**config.mk**
```make
export PLATFORM = sky130hd
export DESIGN_NAME = mahalanobis_nearest_gate
export DESIGN_NICKNAME = d
export VERILOG_FILES = /design/src/sv/mng_pkg.sv /design/src/sv/mng_mac.sv /design/src/sv/mng_seq.sv /design/src/sv/mahalanobis_nearest_gate.sv
export VERILOG_INCLUDE_DIRS = /design/src /design/src/sv
export SDC_FILE = /design/constraint.sdc
export NUM_CORES = 2
export LEC_CHECK = 0
export BUFFER_PORTS_ARGS = -buffer_cell sky130_fd_sc_hd__buf_2
export CAP_MARGIN = 10
export CORE_ASPECT_RATIO = 1.1
export CORE_UTILIZATION = 62
export CTS_CLUSTER_DIAMETER = 150
export CTS_CLUSTER_SIZE = 25
export DETAILED_ROUTE_END_ITERATION = 6
export HOLD_SLACK_MARGIN = 0.05
export MAX_ROUTING_LAYER = met4
export PLACE_DENSITY = 0.9
export SKIP_CTS_REPAIR_TIMING = 1
export SYNTH_ARGS = -nofsm -noshare
export SYNTH_HDL_FRONTEND = slang
export SYNTH_SLANG_ARGS = --single-unit
```
**constraint.sdc**
```tcl
create_clock -name clk -period 12.42 [get_ports clk]
set_clock_uncertainty 0.2 [all_clocks]
set_input_delay 0 -clock clk [delete_from_list [all_inputs] [get_ports clk]]
set_output_delay 0 -clock clk [all_outputs]
set_load 0.02 [all_outputs]
```
**src/sv/assert_macros.svh**
```systemverilog
// Assertion macros shared by the gate RTL.
// Needs no other file; the SYNTH macro removes every check for synthesis.
`ifndef ASSERT_MACROS_SVH
`define ASSERT_MACROS_SVH
`ifndef SYNTH
`define ASSERT_ALWAYS(label, clk_sig, rst_sig, expr, msg) \
  label: assert property (@(posedge clk_sig) disable iff (rst_sig) (expr)) else $error(msg);
`define ASSERT_NEXT(label, clk_sig, rst_sig, ante, cons, msg) \
  label: assert property (@(posedge clk_sig) disable iff (rst_sig) (ante) |=> (cons)) \
    else $error(msg);
`else
`define ASSERT_ALWAYS(label, clk_sig, rst_sig, expr, msg)
`define ASSERT_NEXT(label, clk_sig, rst_sig, ante, cons, msg)
`endif
`endif

```
**src/sv/mng_pkg.sv**
```systemverilog
// Types, constants and the sequencer schedule of the Mahalanobis nearest gate.
// Used by mng_mac, mng_seq and mahalanobis_nearest_gate; depends on nothing.
`default_nettype none

package mng_pkg;

  localparam int MAX_DETECTIONS = 256;

  localparam int POS_W  = 20;  // Q12.8 positions
  localparam int COV_W  = 16;  // Q8.8 covariance terms
  localparam int GATE_W = 16;  // Q8.8 gate threshold
  localparam int IDX_W  = 8;
  localparam int DIFF_W = 21;  // innovation, Q13.8
  localparam int OP_W   = 22;  // multiplier operand width
  localparam int PROD_W = 2 * OP_W;
  localparam int ACC_W  = 60;  // numerator stays below 2^58 in magnitude
  localparam int DET_W  = 34;
  localparam int LIM_W  = 50;
  localparam int MID_W  = 39;  // intermediate terms u and v
  localparam int SPLIT  = 20;  // low half width when an operand is split
  localparam int BEST_W = 61;
  localparam int STEP_W = 4;

  localparam logic [GATE_W-1:0] GATE_RESET = 16'd2360;
  localparam logic [BEST_W-1:0] BEST_ONES  = '1;
  localparam logic [STEP_W-1:0] LAST_STEP  = 4'd13;

  localparam logic CMD_LOAD = 1'b0;
  localparam logic CMD_DET  = 1'b1;

  typedef enum logic [1:0] {
    ST_IDLE,
    ST_CALC,
    ST_FIN
  } state_t;

  // Operand pairs fed to the shared multiplier.
  typedef enum logic [3:0] {
    OP_AC,    // cov_xx * cov_yy
    OP_BB,    // cov_xy * cov_xy
    OP_CDX,   // cov_yy * dx
    OP_B2DY,  // 2 cov_xy * dy
    OP_TDL,   // threshold * low half of det
    OP_TDH,   // threshold * high half of det
    OP_ADY,   // cov_xx * dy
    OP_DXUL,  // dx * low half of u
    OP_DXUH,  // dx * high half of u
    OP_DYVL,  // dy * low half of v
    OP_DYVH   // dy * high half of v
  } op_t;

  typedef struct packed {
    logic issue;
    logic neg;
    logic sh;
    logic clr;
  } mac_cmd_t;

  typedef struct packed {
    op_t      op;
    mac_cmd_t cmd;
  } uop_t;

  typedef struct packed {
    uop_t uop;
    logic cap_det;
    logic cap_u;
    logic cap_lim;
    logic cap_v;
    logic cap_gate;
    logic upd_best;
    logic fin;
    logic idle;
  } seq_ctrl_t;

  typedef struct packed {
    logic                     cmd;
    logic signed [POS_W-1:0]  pred_x;
    logic signed [POS_W-1:0]  pred_y;
    logic        [COV_W-1:0]  cov_xx;
    logic signed [COV_W-1:0]  cov_xy;
    logic        [COV_W-1:0]  cov_yy;
    logic signed [POS_W-1:0]  det_x;
    logic signed [POS_W-1:0]  det_y;
    logic        [IDX_W-1:0]  det_index;
    logic                     det_last;
  } in_word_t;

  typedef struct packed {
    logic             match_found;
    logic [IDX_W-1:0] match_index;
  } out_word_t;

  function automatic uop_t mk_uop(input op_t op, input logic neg, input logic sh,
                                  input logic clr);
    uop_t u;
    u.op        = op;
    u.cmd.issue = 1'b1;
    u.cmd.neg   = neg;
    u.cmd.sh    = sh;
    u.cmd.clr   = clr;
    return u;
  endfunction

  // A product issued at a step is held in the product register and then added into
  // the accumulator, so a chain is captured only after its last product is added.
  function automatic seq_ctrl_t step_ctrl(input logic [STEP_W-1:0] step);
    seq_ctrl_t c;
    c = '0;
    case (step)
      4'd0:  c.uop = mk_uop(OP_AC,   1'b0, 1'b0, 1'b1);
      4'd1:  c.uop = mk_uop(OP_BB,   1'b1, 1'b0, 1'b0);
      4'd2:  c.uop = mk_uop(OP_CDX,  1'b0, 1'b0, 1'b1);
      4'd3: begin
        c.uop     = mk_uop(OP_B2DY, 1'b1, 1'b0, 1'b0);
        c.cap_det = 1'b1;
      end
      4'd4:  c.uop = mk_uop(OP_TDL,  1'b0, 1'b0, 1'b1);
      4'd5: begin
        c.uop   = mk_uop(OP_TDH, 1'b0, 1'b1, 1'b0);
        c.cap_u = 1'b1;
      end
      4'd6:  c.uop = mk_uop(OP_ADY,  1'b0, 1'b0, 1'b1);
      4'd7: begin
        c.uop     = mk_uop(OP_DXUL, 1'b0, 1'b0, 1'b1);
        c.cap_lim = 1'b1;
      end
      4'd8: begin
        c.uop   = mk_uop(OP_DXUH, 1'b0, 1'b1, 1'b0);
        c.cap_v = 1'b1;
      end
      4'd9:  c.uop = mk_uop(OP_DYVL, 1'b0, 1'b0, 1'b0);
      4'd10: c.uop = mk_uop(OP_DYVH, 1'b0, 1'b1, 1'b0);
      4'd12: c.cap_gate = 1'b1;
      4'd13: c.upd_best = 1'b1;
      default: c = '0;
    endcase
    return c;
  endfunction

endpackage

`default_nettype wire

```
**src/sv/mng_mac.sv**
```systemverilog
// Shared multiply-accumulate unit: registered product, then signed accumulate.
// Depends on mng_pkg.
`default_nettype none

module mng_mac (
  input  wire logic                                clk,
  input  wire logic                                rst,
  input  wire mng_pkg::mac_cmd_t                   cmd,
  input  wire logic signed [mng_pkg::OP_W-1:0]     opa,
  input  wire logic signed [mng_pkg::OP_W-1:0]     opb,
  output logic signed      [mng_pkg::ACC_W-1:0]    acc
);

  logic signed [mng_pkg::PROD_W-1:0] prod;
  logic                              p_valid;
  logic                              p_neg;
  logic                              p_sh;
  logic                              p_clr;
  logic signed [mng_pkg::ACC_W-1:0]  term;
  logic signed [mng_pkg::ACC_W-1:0]  shifted;
  logic signed [mng_pkg::ACC_W-1:0]  base;
  logic signed [mng_pkg::ACC_W-1:0]  acc_next;

  always_ff @(posedge clk) begin
    if (rst) begin
      p_valid <= 1'b0;
    end else begin
      p_valid <= cmd.issue;
    end
    prod  <= opa * opb;
    p_neg <= cmd.neg;
    p_sh  <= cmd.sh;
    p_clr <= cmd.clr;
  end

  always_comb begin
    term     = {{(mng_pkg::ACC_W - mng_pkg::PROD_W){prod[mng_pkg::PROD_W-1]}}, prod};
    shifted  = p_sh ? (term <<< mng_pkg::SPLIT) : term;
    base     = p_clr ? '0 : acc;
    acc_next = p_neg ? (base - shifted) : (base + shifted);
  end

  always_ff @(posedge clk) begin
    if (p_valid) begin
      acc <= acc_next;
    end
  end

endmodule

`default_nettype wire

```
**src/sv/mng_seq.sv**
```systemverilog
// Sequencer of the gate: idle, a fixed schedule of steps, then the finish step.
// Depends on mng_pkg for the state type and the step schedule.
`default_nettype none

module mng_seq (
  input  wire logic               clk,
  input  wire logic               rst,
  input  wire logic               start,
  input  wire logic               fin_go,
  output mng_pkg::seq_ctrl_t      ctrl
);

  mng_pkg::state_t               state;
  mng_pkg::state_t               state_next;
  logic [mng_pkg::STEP_W-1:0]    step;
  logic [mng_pkg::STEP_W-1:0]    step_next;

  always_ff @(posedge clk) begin
    if (rst) begin
      state <= mng_pkg::ST_IDLE;
      step  <= '0;
    end else begin
      state <= state_next;
      step  <= step_next;
    end
  end

  always_comb begin
    state_next = state;
    step_next  = '0;
    case (state)
      mng_pkg::ST_IDLE: begin
        if (start) begin
          state_next = mng_pkg::ST_CALC;
        end
      end
      mng_pkg::ST_CALC: begin
        if (step == mng_pkg::LAST_STEP) begin
          state_next = mng_pkg::ST_FIN;
        end else begin
          step_next = step + 1'b1;
        end
      end
      mng_pkg::ST_FIN: begin
        if (fin_go) begin
          state_next = mng_pkg::ST_IDLE;
        end
      end
      default: state_next = mng_pkg::ST_IDLE;
    endcase
  end

  always_comb begin
    ctrl = '0;
    case (state)
      mng_pkg::ST_IDLE: ctrl.idle = 1'b1;
      mng_pkg::ST_CALC: ctrl = mng_pkg::step_ctrl(step);
      mng_pkg::ST_FIN:  ctrl.fin = 1'b1;
      default:          ctrl = '0;
    endcase
  end

endmodule

`default_nettype wire

```
**src/sv/mahalanobis_nearest_gate.sv**
```systemverilog
// Nearest-neighbor Mahalanobis gate for one track; uses mng_pkg, mng_seq, mng_mac.
// A load word is taken while the sequencer stays idle. A detection word runs 14
// schedule steps and one finish step on one shared multiplier: the next word is
// accepted after the finish step, which writes the report word on a frame's last detection.
// Synchronous active-high reset clears the track, the search and the output,
// and sets the gate threshold to 9.22 (Q8.8 value 2360).
`default_nettype none
`include "assert_macros.svh"

module mahalanobis_nearest_gate #(
  parameter int MAX_DETECTIONS = mng_pkg::MAX_DETECTIONS
) (
  input  wire logic                              clk,
  input  wire logic                              rst,
  // gate threshold register
  input  wire logic                              cfg_wr_en,
  input  wire logic [mng_pkg::GATE_W-1:0]        cfg_wr_data,
  // input words
  input  wire logic                              in_valid,
  output logic                                   in_stall,
  input  wire mng_pkg::in_word_t                 in_data,
  // report words
  output logic                                   out_valid,
  input  wire logic                              out_stall,
  output mng_pkg::out_word_t                     out_data
);

  // Detection indexes are compared against the limit at 13 bits, which holds
  // limits up to 8191.
  localparam int                 LIMIT_W   = 13;
  localparam logic [LIMIT_W-1:0] IDX_LIMIT = LIMIT_W'(MAX_DETECTIONS);

  // Configuration and track state.
  logic        [mng_pkg::GATE_W-1:0]  gate_threshold;
  logic signed [mng_pkg::POS_W-1:0]   track_pred_x;
  logic signed [mng_pkg::POS_W-1:0]   track_pred_y;
  logic        [mng_pkg::COV_W-1:0]   track_cov_xx;
  logic signed [mng_pkg::COV_W-1:0]   track_cov_xy;
  logic        [mng_pkg::COV_W-1:0]   track_cov_yy;

  // Search state over one frame.
  logic        [mng_pkg::BEST_W-1:0]  best_numerator;
  logic        [mng_pkg::IDX_W-1:0]   best_index;
  logic                               any_found;

  // Per-detection working registers.
  logic signed [mng_pkg::DIFF_W-1:0]  dx;
  logic signed [mng_pkg::DIFF_W-1:0]  dy;
  logic        [mng_pkg::IDX_W-1:0]   cur_index;
  logic                               cur_last;
  logic signed [mng_pkg::DET_W-1:0]   det_val;
  logic signed [mng_pkg::LIM_W-1:0]   lim_val;
  logic signed [mng_pkg::MID_W-1:0]   u_val;
  logic signed [mng_pkg::MID_W-1:0]   v_val;
  logic        [mng_pkg::BEST_W-1:0]  num_val;
  logic                               gate_ok;

  mng_pkg::seq_ctrl_t                 ctrl;
  logic signed [mng_pkg::OP_W-1:0]    opa;
  logic signed [mng_pkg::OP_W-1:0]    opb;
  logic signed [mng_pkg::ACC_W-1:0]   acc;

  logic in_fire;
  logic start;
  logic load;
  logic out_free;
  logic fin_go;
  logic rep_write;
  logic det_pos;
  logic idx_ok;
  logic num_lt_lim;

  // Input side is open only while the sequencer is idle. A pending report word
  // does not hold the input: the output register parts the two sides.
  assign in_stall = !ctrl.idle;
  assign in_fire  = in_valid && ctrl.idle;
  assign start    = in_fire && (in_data.cmd == mng_pkg::CMD_DET);
  assign load     = in_fire && (in_data.cmd == mng_pkg::CMD_LOAD);

  // The finish step waits only when this detection closes the frame and the
  // output register still holds a word that is not being taken.
  assign out_free  = !out_valid || !out_stall;
  assign fin_go    = !cur_last || out_free;
  assign rep_write = ctrl.fin && cur_last && out_free;

  mng_seq u_seq (
    .clk    (clk),
    .rst    (rst),
    .start  (start),
    .fin_go (fin_go),
    .ctrl   (ctrl)
  );

  // Operand selection for the shared multiplier. Wide values (det, u and v)
  // are split into an unsigned low half and a signed high half; the unit
  // shifts the high partial product left by the low half's width.
  always_comb begin
    case (ctrl.uop.op)
      mng_pkg::OP_AC: begin
        opa = $signed(mng_pkg::OP_W'(track_cov_xx));
        opb = $signed(mng_pkg::OP_W'(track_cov_yy));
      end
      mng_pkg::OP_BB: begin
        opa = mng_pkg::OP_W'(track_cov_xy);
        opb = mng_pkg::OP_W'(track_cov_xy);
      end
      mng_pkg::OP_CDX: begin
        opa = $signed(mng_pkg::OP_W'(track_cov_yy));
        opb = mng_pkg::OP_W'(dx);
      end
      mng_pkg::OP_B2DY: begin
        opa = mng_pkg::OP_W'(track_cov_xy) <<< 1;
        opb = mng_pkg::OP_W'(dy);
      end
      mng_pkg::OP_TDL: begin
        opa = $signed(mng_pkg::OP_W'(gate_threshold));
        opb = $signed(mng_pkg::OP_W'(det_val[mng_pkg::SPLIT-1:0]));
      end
      mng_pkg::OP_TDH: begin
        opa = $signed(mng_pkg::OP_W'(gate_threshold));
        opb = mng_pkg::OP_W'($signed(det_val[mng_pkg::DET_W-1:mng_pkg::SPLIT]));
      end
      mng_pkg::OP_ADY: begin
        opa = $signed(mng_pkg::OP_W'(track_cov_xx));
        opb = mng_pkg::OP_W'(dy);
      end
      mng_pkg::OP_DXUL: begin
        opa = mng_pkg::OP_W'(dx);
        opb = $signed(mng_pkg::OP_W'(u_val[mng_pkg::SPLIT-1:0]));
      end
      mng_pkg::OP_DXUH: begin
        opa = mng_pkg::OP_W'(dx);
        opb = mng_pkg::OP_W'($signed(u_val[mng_pkg::MID_W-1:mng_pkg::SPLIT]));
      end
      mng_pkg::OP_DYVL: begin
        opa = mng_pkg::OP_W'(dy);
        opb = $signed(mng_pkg::OP_W'(v_val[mng_pkg::SPLIT-1:0]));
      end
      mng_pkg::OP_DYVH: begin
        opa = mng_pkg::OP_W'(dy);
        opb = mng_pkg::OP_W'($signed(v_val[mng_pkg::MID_W-1:mng_pkg::SPLIT]));
      end
      default: begin
        opa = '0;
        opb = '0;
      end
    endcase
  end

  // The schedule builds, in order:
  //   det = cov_xx*cov_yy - cov_xy^2
  //   u   = cov_yy*dx - 2*cov_xy*dy
  //   lim = threshold * det
  //   v   = cov_xx*dy
  //   N   = dx*u + dy*v  (the numerator of the normalized innovation squared)
  mng_mac u_mac (
    .clk (clk),
    .rst (rst),
    .cmd (ctrl.uop.cmd),
    .opa (opa),
    .opb (opb),
    .acc (acc)
  );

  // Gate test on the finished numerator. Comparing N with threshold * det
  // replaces the division by the determinant; a non-positive determinant or
  // an index beyond the list size rejects the detection outright.
  assign det_pos    = !det_val[mng_pkg::DET_W-1] && (det_val != '0);
  assign idx_ok     = {{(LIMIT_W - mng_pkg::IDX_W){1'b0}}, cur_index} < IDX_LIMIT;
  assign num_lt_lim = acc < mng_pkg::ACC_W'(lim_val);

  // Working registers; they need no reset since every detection rebuilds them.
  always_ff @(posedge clk) begin
    if (start) begin
      dx        <= mng_pkg::DIFF_W'(in_data.det_x) - mng_pkg::DIFF_W'(track_pred_x);
      dy        <= mng_pkg::DIFF_W'(in_data.det_y) - mng_pkg::DIFF_W'(track_pred_y);
      cur_index <= in_data.det_index;
    end
    if (ctrl.cap_det) begin
      det_val <= $signed(acc[mng_pkg::DET_W-1:0]);
    end
    if (ctrl.cap_u) begin
      u_val <= $signed(acc[mng_pkg::MID_W-1:0]);
    end
    if (ctrl.cap_lim) begin
      lim_val <= $signed(acc[mng_pkg::LIM_W-1:0]);
    end
    if (ctrl.cap_v) begin
      v_val <= $signed(acc[mng_pkg::MID_W-1:0]);
    end
    if (ctrl.cap_gate) begin
      gate_ok <= det_pos && idx_ok && !acc[mng_pkg::ACC_W-1] && num_lt_lim;
      num_val <= mng_pkg::BEST_W'(acc[mng_pkg::ACC_W-2:0]);
    end
  end

  // The last mark is control: the finish step reads it, so it is reset.
  always_ff @(posedge clk) begin
    if (rst) begin
      cur_last <= 1'b0;
    end else if (start) begin
      cur_last <= in_data.det_last;
    end
  end

  // Threshold, track and search state. A load word and a written report
  // both restart the search; a strictly smaller numerator replaces the best,
  // so on a tie the earlier detection stays.
  always_ff @(posedge clk) begin
    if (rst) begin
      gate_threshold <= mng_pkg::GATE_RESET;
      track_pred_x   <= '0;
      track_pred_y   <= '0;
      track_cov_xx   <= '0;
      track_cov_xy   <= '0;
      track_cov_yy   <= '0;
      best_numerator <= mng_pkg::BEST_ONES;
      best_index     <= '0;
      any_found      <= 1'b0;
    end else begin
      if (cfg_wr_en) begin
        gate_threshold <= cfg_wr_data;
      end
      if (load) begin
        track_pred_x   <= in_data.pred_x;
        track_pred_y   <= in_data.pred_y;
        track_cov_xx   <= in_data.cov_xx;
        track_cov_xy   <= in_data.cov_xy;
        track_cov_yy   <= in_data.cov_yy;
      end
      if (load || rep_write) begin
        best_numerator <= mng_pkg::BEST_ONES;
        best_index     <= '0;
        any_found      <= 1'b0;
      end else if (ctrl.upd_best && gate_ok && (num_val < best_numerator)) begin
        best_numerator <= num_val;
        best_index     <= cur_index;
        any_found      <= 1'b1;
      end
    end
  end

  // Output register: holds one report word until the receiver takes it.
  always_ff @(posedge clk) begin
    if (rst) begin
      out_valid <= 1'b0;
    end else if (rep_write) begin
      out_valid <= 1'b1;
    end else if (!out_stall) begin
      out_valid <= 1'b0;
    end
  end

  always_ff @(posedge clk) begin
    if (rep_write) begin
      out_data.match_found <= any_found;
      out_data.match_index <= any_found ? best_index : '0;
    end
  end

  // A report written in the finish step must be on the output the next cycle.
  `ASSERT_NEXT(a_report_shown, clk, rst, rep_write, out_valid, "report word was not presented")
  // An accepted detection closes the input until its schedule has run.
  `ASSERT_NEXT(a_busy_after_start, clk, rst, start, in_stall, "input open during a detection")
  // A report without a match carries index zero.
  `ASSERT_ALWAYS(a_no_match_index, clk, rst, !out_valid || out_data.match_found || (out_data.match_index == '0), "report without a match has a nonzero index")
  // Once a detection is gated the best numerator has left its cleared value.
  `ASSERT_ALWAYS(a_found_has_best, clk, rst, !any_found || (best_numerator != mng_pkg::BEST_ONES), "match flagged with a cleared best numerator")

endmodule

`default_nettype wire
```
* Word level (Yosys, flattened, before mapping)
Cells that the tools add are included.
** Operators by class
- Add/subtract/negate cells :: 5
- Multipliers :: 1
- Magnitude comparators :: 2
- Equal/unequal tests :: 28
- Mux-type cells :: 21
- Bitwise operators :: 2
- Reduce and logical (&&, ||, !) cells :: 32
** Operators by type and width (number)
- one-hot mux 22 bit (10 select lines) :: 1
- two-way mux 60 bit :: 3
- one-hot mux 22 bit (7 select lines) :: 1
- one-hot mux 8 bit (11 select lines) :: 1
- < comparator 59 x 61 -> 1 bit :: 1
- adder 60 bit :: 1
- < comparator 60 x 50 -> 1 bit :: 1
- subtractor 60 bit :: 1
- multiplier 22 x 22 -> 44 bit :: 1
- subtractor 20 x 20 -> 21 bit :: 2
- nonzero test 34 bit :: 1
- equality test 4 x 3 -> 1 bit (second input constant) :: 8
- equality test 4 bit (second input constant) :: 8
- equality test 4 x 2 -> 1 bit (second input constant) :: 4
- two-way mux 14 bit :: 1
- OR reduction 2 bit :: 7
- logical AND 1 bit :: 10
- two-way mux 1 bit :: 10
- equality test 4 x 1 -> 1 bit (second input constant) :: 2
- zero test 4 bit :: 2
- zero test 1 bit :: 6
- two-way mux 2 bit :: 3
- one-hot mux 2 bit (3 select lines) :: 1
- adder 4 x 1 -> 4 bit (second input constant) :: 1
- 9 further kinds :: 14
** Storage, ports and cells
- Flip-flop bits (word level) :: 571
- Input port bits :: 159
- Output and inout port bits :: 11
- Logic and storage cells :: 121

* Depth between registers and ports, before layout
- Depth after elaboration :: 7
- Depth in mapped cells :: 40

* By module
Synthesis repeated with hierarchy kept, for this count alone.
** Second synthesis, totals
- Cells, all modules :: 5086
- Area, all modules :: 48455.2 µm²
** By module, submodules not included
- mng_mac :: times used 1, cells an instance 3006, area each 26555.5 µm², sequential area each 2762.6 µm²
- mahalanobis_nearest_gate :: times used 1, cells an instance 2017, area each 21414.3 µm², sequential area each 11941.5 µm²
- mng_seq :: times used 1, cells an instance 63, area each 485.5 µm², sequential area each 120.1 µm²

* Least setup slack after synthesis
Ideal clock, no wire load.
- Kind :: reg-to-reg
- Start :: register u_seq.step[0] (netlist name)
- End :: register u_mac.prod[43] (netlist name)
- Setup time :: 0.072 ns
- Arrival :: 8.715 ns
- Required time :: 12.148 ns
- Slack :: 3.433 ns
- Cell stages (with the launch flop) :: 39
- Buffers on the path :: 4
- Cells stage by stage :: dfxtp_1 > inv_1 > ha_1 > nor3_1 > and2b_4 > nand2_1 > nor3_1 > buf_6 > or2_1 > buf_2 > buf_2 > a222oi_1 > nand2_1 > buf_2 > and2_1 > fa_1 > inv_1 > fa_1 > [3 not listed] > fa_1 > inv_1 > fa_1 > fa_1 > inv_1 > fa_1 > inv_1 > ha_1 > and3_1 > a221o_1 > a21oi_1 > o21ai_1 > a21oi_2 > o21ai_1 > a211o_1 > a311o_1 > a21oi_1 > xnor2_1
** On the way
- Cells in the longest elaborated chain, start to end :: 7
** RTL lines
- start: declaration :: line mng_seq.sv:15 : logic [mng_pkg::STEP_W-1:0] step;
- start signal: assignment :: line mng_seq.sv:24 : step <= step_next;
- equality test 4 bit (tied with other cells) :: line mng_pkg.sv:110 : case (step)
- one-hot mux 8 bit (11 select lines) (*) :: line mng_pkg.sv:110
- two-way mux 14 bit (*) :: line mng_seq.sv:55 : case (state)
- equality test 4 x 3 -> 1 bit (tied with other cells) :: line mahalanobis_nearest_gate.sv:98 : case (ctrl.uop.op)
- OR reduction 2 bit (no line)
- one-hot mux 22 bit (10 select lines) or one-hot mux 22 bit (7 select lines) (tied branches) :: line mahalanobis_nearest_gate.sv:98
- multiplier 22 x 22 -> 44 bit (*) :: line mng_mac.sv:30 : prod <= opa * opb;
- end signal: assignment :: line mng_mac.sv:30
- end: declaration :: line mng_mac.sv:14 : logic signed [mng_pkg::PROD_W-1:0] prod;
Every way passes the cells marked *; elsewhere a longest branch is shown, timed or not.
A chain may end at the register's enable or synchronous reset.

* Final worst setup path
Same ends and word-level chain as after synthesis.

==> impl_metrics.env <==
export IMPL_status="complete, but fails checks"
export IMPL_violations="design-rule violations"
export IMPL_dr_pass1_iters=7
export IMPL_drt_antenna_violating_nets=0
export IMPL_vias=42200
export IMPL_holdCritStartpoint="in_data[137]"
export IMPL_cap_violations=0
export IMPL_ys_ff_latch=570
export IMPL_power_switching_mw=1.81
export IMPL_leakage_nw=24.3
export IMPL_drv_slew=0
export IMPL_hpwl_mm=110
export IMPL_hold_violations=0
export IMPL_rsz0062_at_grt="false"
export IMPL_multi_input_area_sq_um=29200
export IMPL_grt_pass1_vias=38500
export IMPL_power_share_combinational_pct=34.5
export IMPL_intPower_mw=3.24
export IMPL_hold_end="track_cov_yy[14]"
export IMPL_ir_drop_uv=103
export IMPL_avgSynthCellArea_sq_um=9.55
export IMPL_final_common_cell="inv_1"
export IMPL_portBuffers=169
export IMPL_crit_path_max_fanout=22
export IMPL_htreeDepth=1
export IMPL_fp_dieH_um=293
export IMPL_hold_class="input port to register"
export IMPL_crit_top_cell="fa_1"
export IMPL_finalWorstSetupSlack_ps=1140
export IMPL_drt_iter0_drc=6484
export IMPL_design_die_area_sq_um=78300
export IMPL_drt_wl_total_mm=170
export IMPL_worst_pin_slew_ps=1480
export IMPL_gr_total_overflow=0
export IMPL_fp_dieW_um=267
export IMPL_switching_share_pct=35.9
export IMPL_power_density_nw_per_um2=94.2
export IMPL_finalWorstPathRequiredPeriod_ps=11280
export IMPL_crit_required_ps=12730
export IMPL_seqPwrFrac_pct=45.0
export IMPL_area_growth_pct=12.2
export IMPL_initial_core_util_pct=62.9
export IMPL_clkSinkCount=570
export IMPL_instances_no_fill=6470
export IMPL_hold_depth=5
export IMPL_place_ws_ps=1460
export IMPL_path_class="register to register"
export IMPL_end_kind="register"
export IMPL_io_pins=170
export IMPL_setup_violations=0
export IMPL_setup_tns_ps=0
export IMPL_place_congestion=1.05
export IMPL_power_frac_clock_pct=20.5
export IMPL_regArea_sq_um=14800
export IMPL_synth_seq_area_share_pct=31.0
export IMPL_min_period_over_period_pct=90.8
export IMPL_ys_async_sr_fraction_pct=0
export IMPL_core_area_sq_um=76100
export IMPL_cts_buffer_depth=3
export IMPL_r2r_slack_ps=1140
export IMPL_final_core_util_pct=70.5
export IMPL_clk_pin_slew_worst_paths_ps=100
export IMPL_clkLatencyLatePin_ps=660
export IMPL_synth_edf_count=341
export IMPL_grt_pass1_wl_mm=221
export IMPL_critPathSlowestCell="fa_1"
export IMPL_wl_per_cell_um=26.2
export IMPL_vias_per_cell=6.52
export IMPL_timing_fmax_mhz=88.6
export IMPL_final_cell_mix="inv_1, nand2_1, fa_1"
export IMPL_cp_arrival_ps=11600
export IMPL_antenna_found_initial=28
export IMPL_drc=212
export IMPL_cts_tree="done"
export IMPL_track_usage_pct=38.4
export IMPL_synthFlopType="edfxtp_1"
export IMPL_nNetsFinal=6386
export IMPL_reg2reg_to="u_mac.prod[43]"
export IMPL_synth_fp_nets=6013
export IMPL_rows=106
export IMPL_critPathMaxStageDelay_ps=940
export IMPL_crit_path_start_kind="register"
export IMPL_fillers=5032
export IMPL_synthesis_area_sq_um=47800
export IMPL_reg2reg_depth=32
export IMPL_r2r_start="u_seq.step[0]"
export IMPL_grt_max_degree=110
export IMPL_synthDistinctLibCells=93
export IMPL_maxSlewHeadroom_pct=1.44
export IMPL_root_buffer="clkbuf_16"
export IMPL_synth_cells=5008
export IMPL_placed_cells_incl_taps=6032
export IMPL_drive_gt1_share_pct=5.70
export IMPL_cts_buffers=26
export IMPL_yosys_warnings=0
per-stage QoR:
stage | total power, mW | hold slack (ps) | area [sq um]
final | 5.06 | 25.7 | 53700
after global routing | 5.21 | 63.5 | 53700
after CTS | 4.81 | -689 | 50100
after detailed placement | 3.81 | -21.4 | 49400
after global placement | 3.78 | -22.8 | 49400
after floorplan | 3.37 | -101 | 47800
worst max path at each step:
stage                       start             end  slack [ps]  cells after the start
CTS                 u_seq.step[0]  u_mac.prod[42]        1390                     29
finish              u_seq.step[0]  u_mac.prod[43]        1140                     32
global placement    u_seq.step[0]  u_mac.prod[42]        1680                     29
global route        u_seq.step[0]  u_mac.prod[42]         530                     29
detailed placement  u_seq.step[0]  u_mac.prod[42]        1460                     29
floorplan           u_seq.step[0]  u_mac.prod[43]        3430                     38
worst max-delay path: cells and delay by family, from the launching register on:
family,cells,cell delay [ps]
fa+ha+maj,9,4850
buf+inv,4,390
flops,1,410
simple gates,5,2300
compound gates,13,2890
xor+xnor,1,90
per-layer routing:
metal	track usage (%)	share of wire, %	vias up
li1	-	-	17400
met5	-	0	-
met2	58.3	42	3619
met4	27.0	10	0
met1	45.1	33	19800
met3	8.85	15	1291
logic make-up after synthesis:
group                    share of synthesized area (%)
AND/OR/NAND/NOR                                   14.5
buffers and inverters                             8.11
AO/OA/AOI/OAI                                     12.2
adder cells (fa/ha/maj)                           29.8
flip-flops                                        31.0
XOR/XNOR                                          3.26
multiplexers                                      1.12
cell usage after synthesis, drive strengths merged (47+ instances only):
master / count / share of area (%)
a21o: 105 / 1.6
nor2: 281 / 2.2
nand4: 64 / 0.85
o211ai: 69 / 1.1
buf: 100 / 1.2
inv: 754 / 5.9
and2: 49 / 0.64
clkbuf: 119 / 0.94
ha: 355 / 9.3
nand2: 728 / 5.7
a21oi: 294 / 3.1
edfxtp: 341 / 21
o21ai: 128 / 1.4
xor2: 82 / 1.5
xnor2: 96 / 1.8
mux2i: 49 / 1.0
nor2b: 112 / 1.5
fa: 491 / 21
nand3: 66 / 0.72
dfxtp: 229 / 9.6
nor3: 47 / 0.53
area by class of cell:
| cell class | count | share of cell area, % |
|---|---|---|
| clock inverters | 2 | 0.0676 |
| clock buffers | 46 | 1.35 |
| well taps | 1026 | 2.39 |
| multi-input cells | 3465 | 54.4 |
| diodes | 43 | 0.200 |
| repair buffers | 564 | 8.72 |
| flip-flops and latches | 570 | 27.6 |
| inverters | 754 | 5.28 |
power groups by stage:
| stage | logic [mW] | registers, mW | clock network [mW] |
|---|---|---|---|
| 6_report | 1.74 | 2.27 | 1.04 |
| 5_1_grt | 1.85 | 2.27 | 1.09 |
| 2_1_floorplan | 1.15 | 2.23 | 0 |
| 4_1_cts | 1.53 | 2.25 | 1.03 |
| 3_3_place_gp | 1.49 | 2.30 | 0 |
| 3_5_place_dp | 1.51 | 2.30 | 0 |
sequential cells by signal, summed over array words and instances, names as in the netlist, 20 cells and up:
name and cells:
u_val 39, best_numerator 60, dy 21, dx 21, track_pred_x 20, num_val 59
det_val 34, u_mac.acc 60, lim_val 50, u_mac.prod 44, v_val 39, track_pred_y 20
Note: power is estimated with default switching activity, not from simulation.
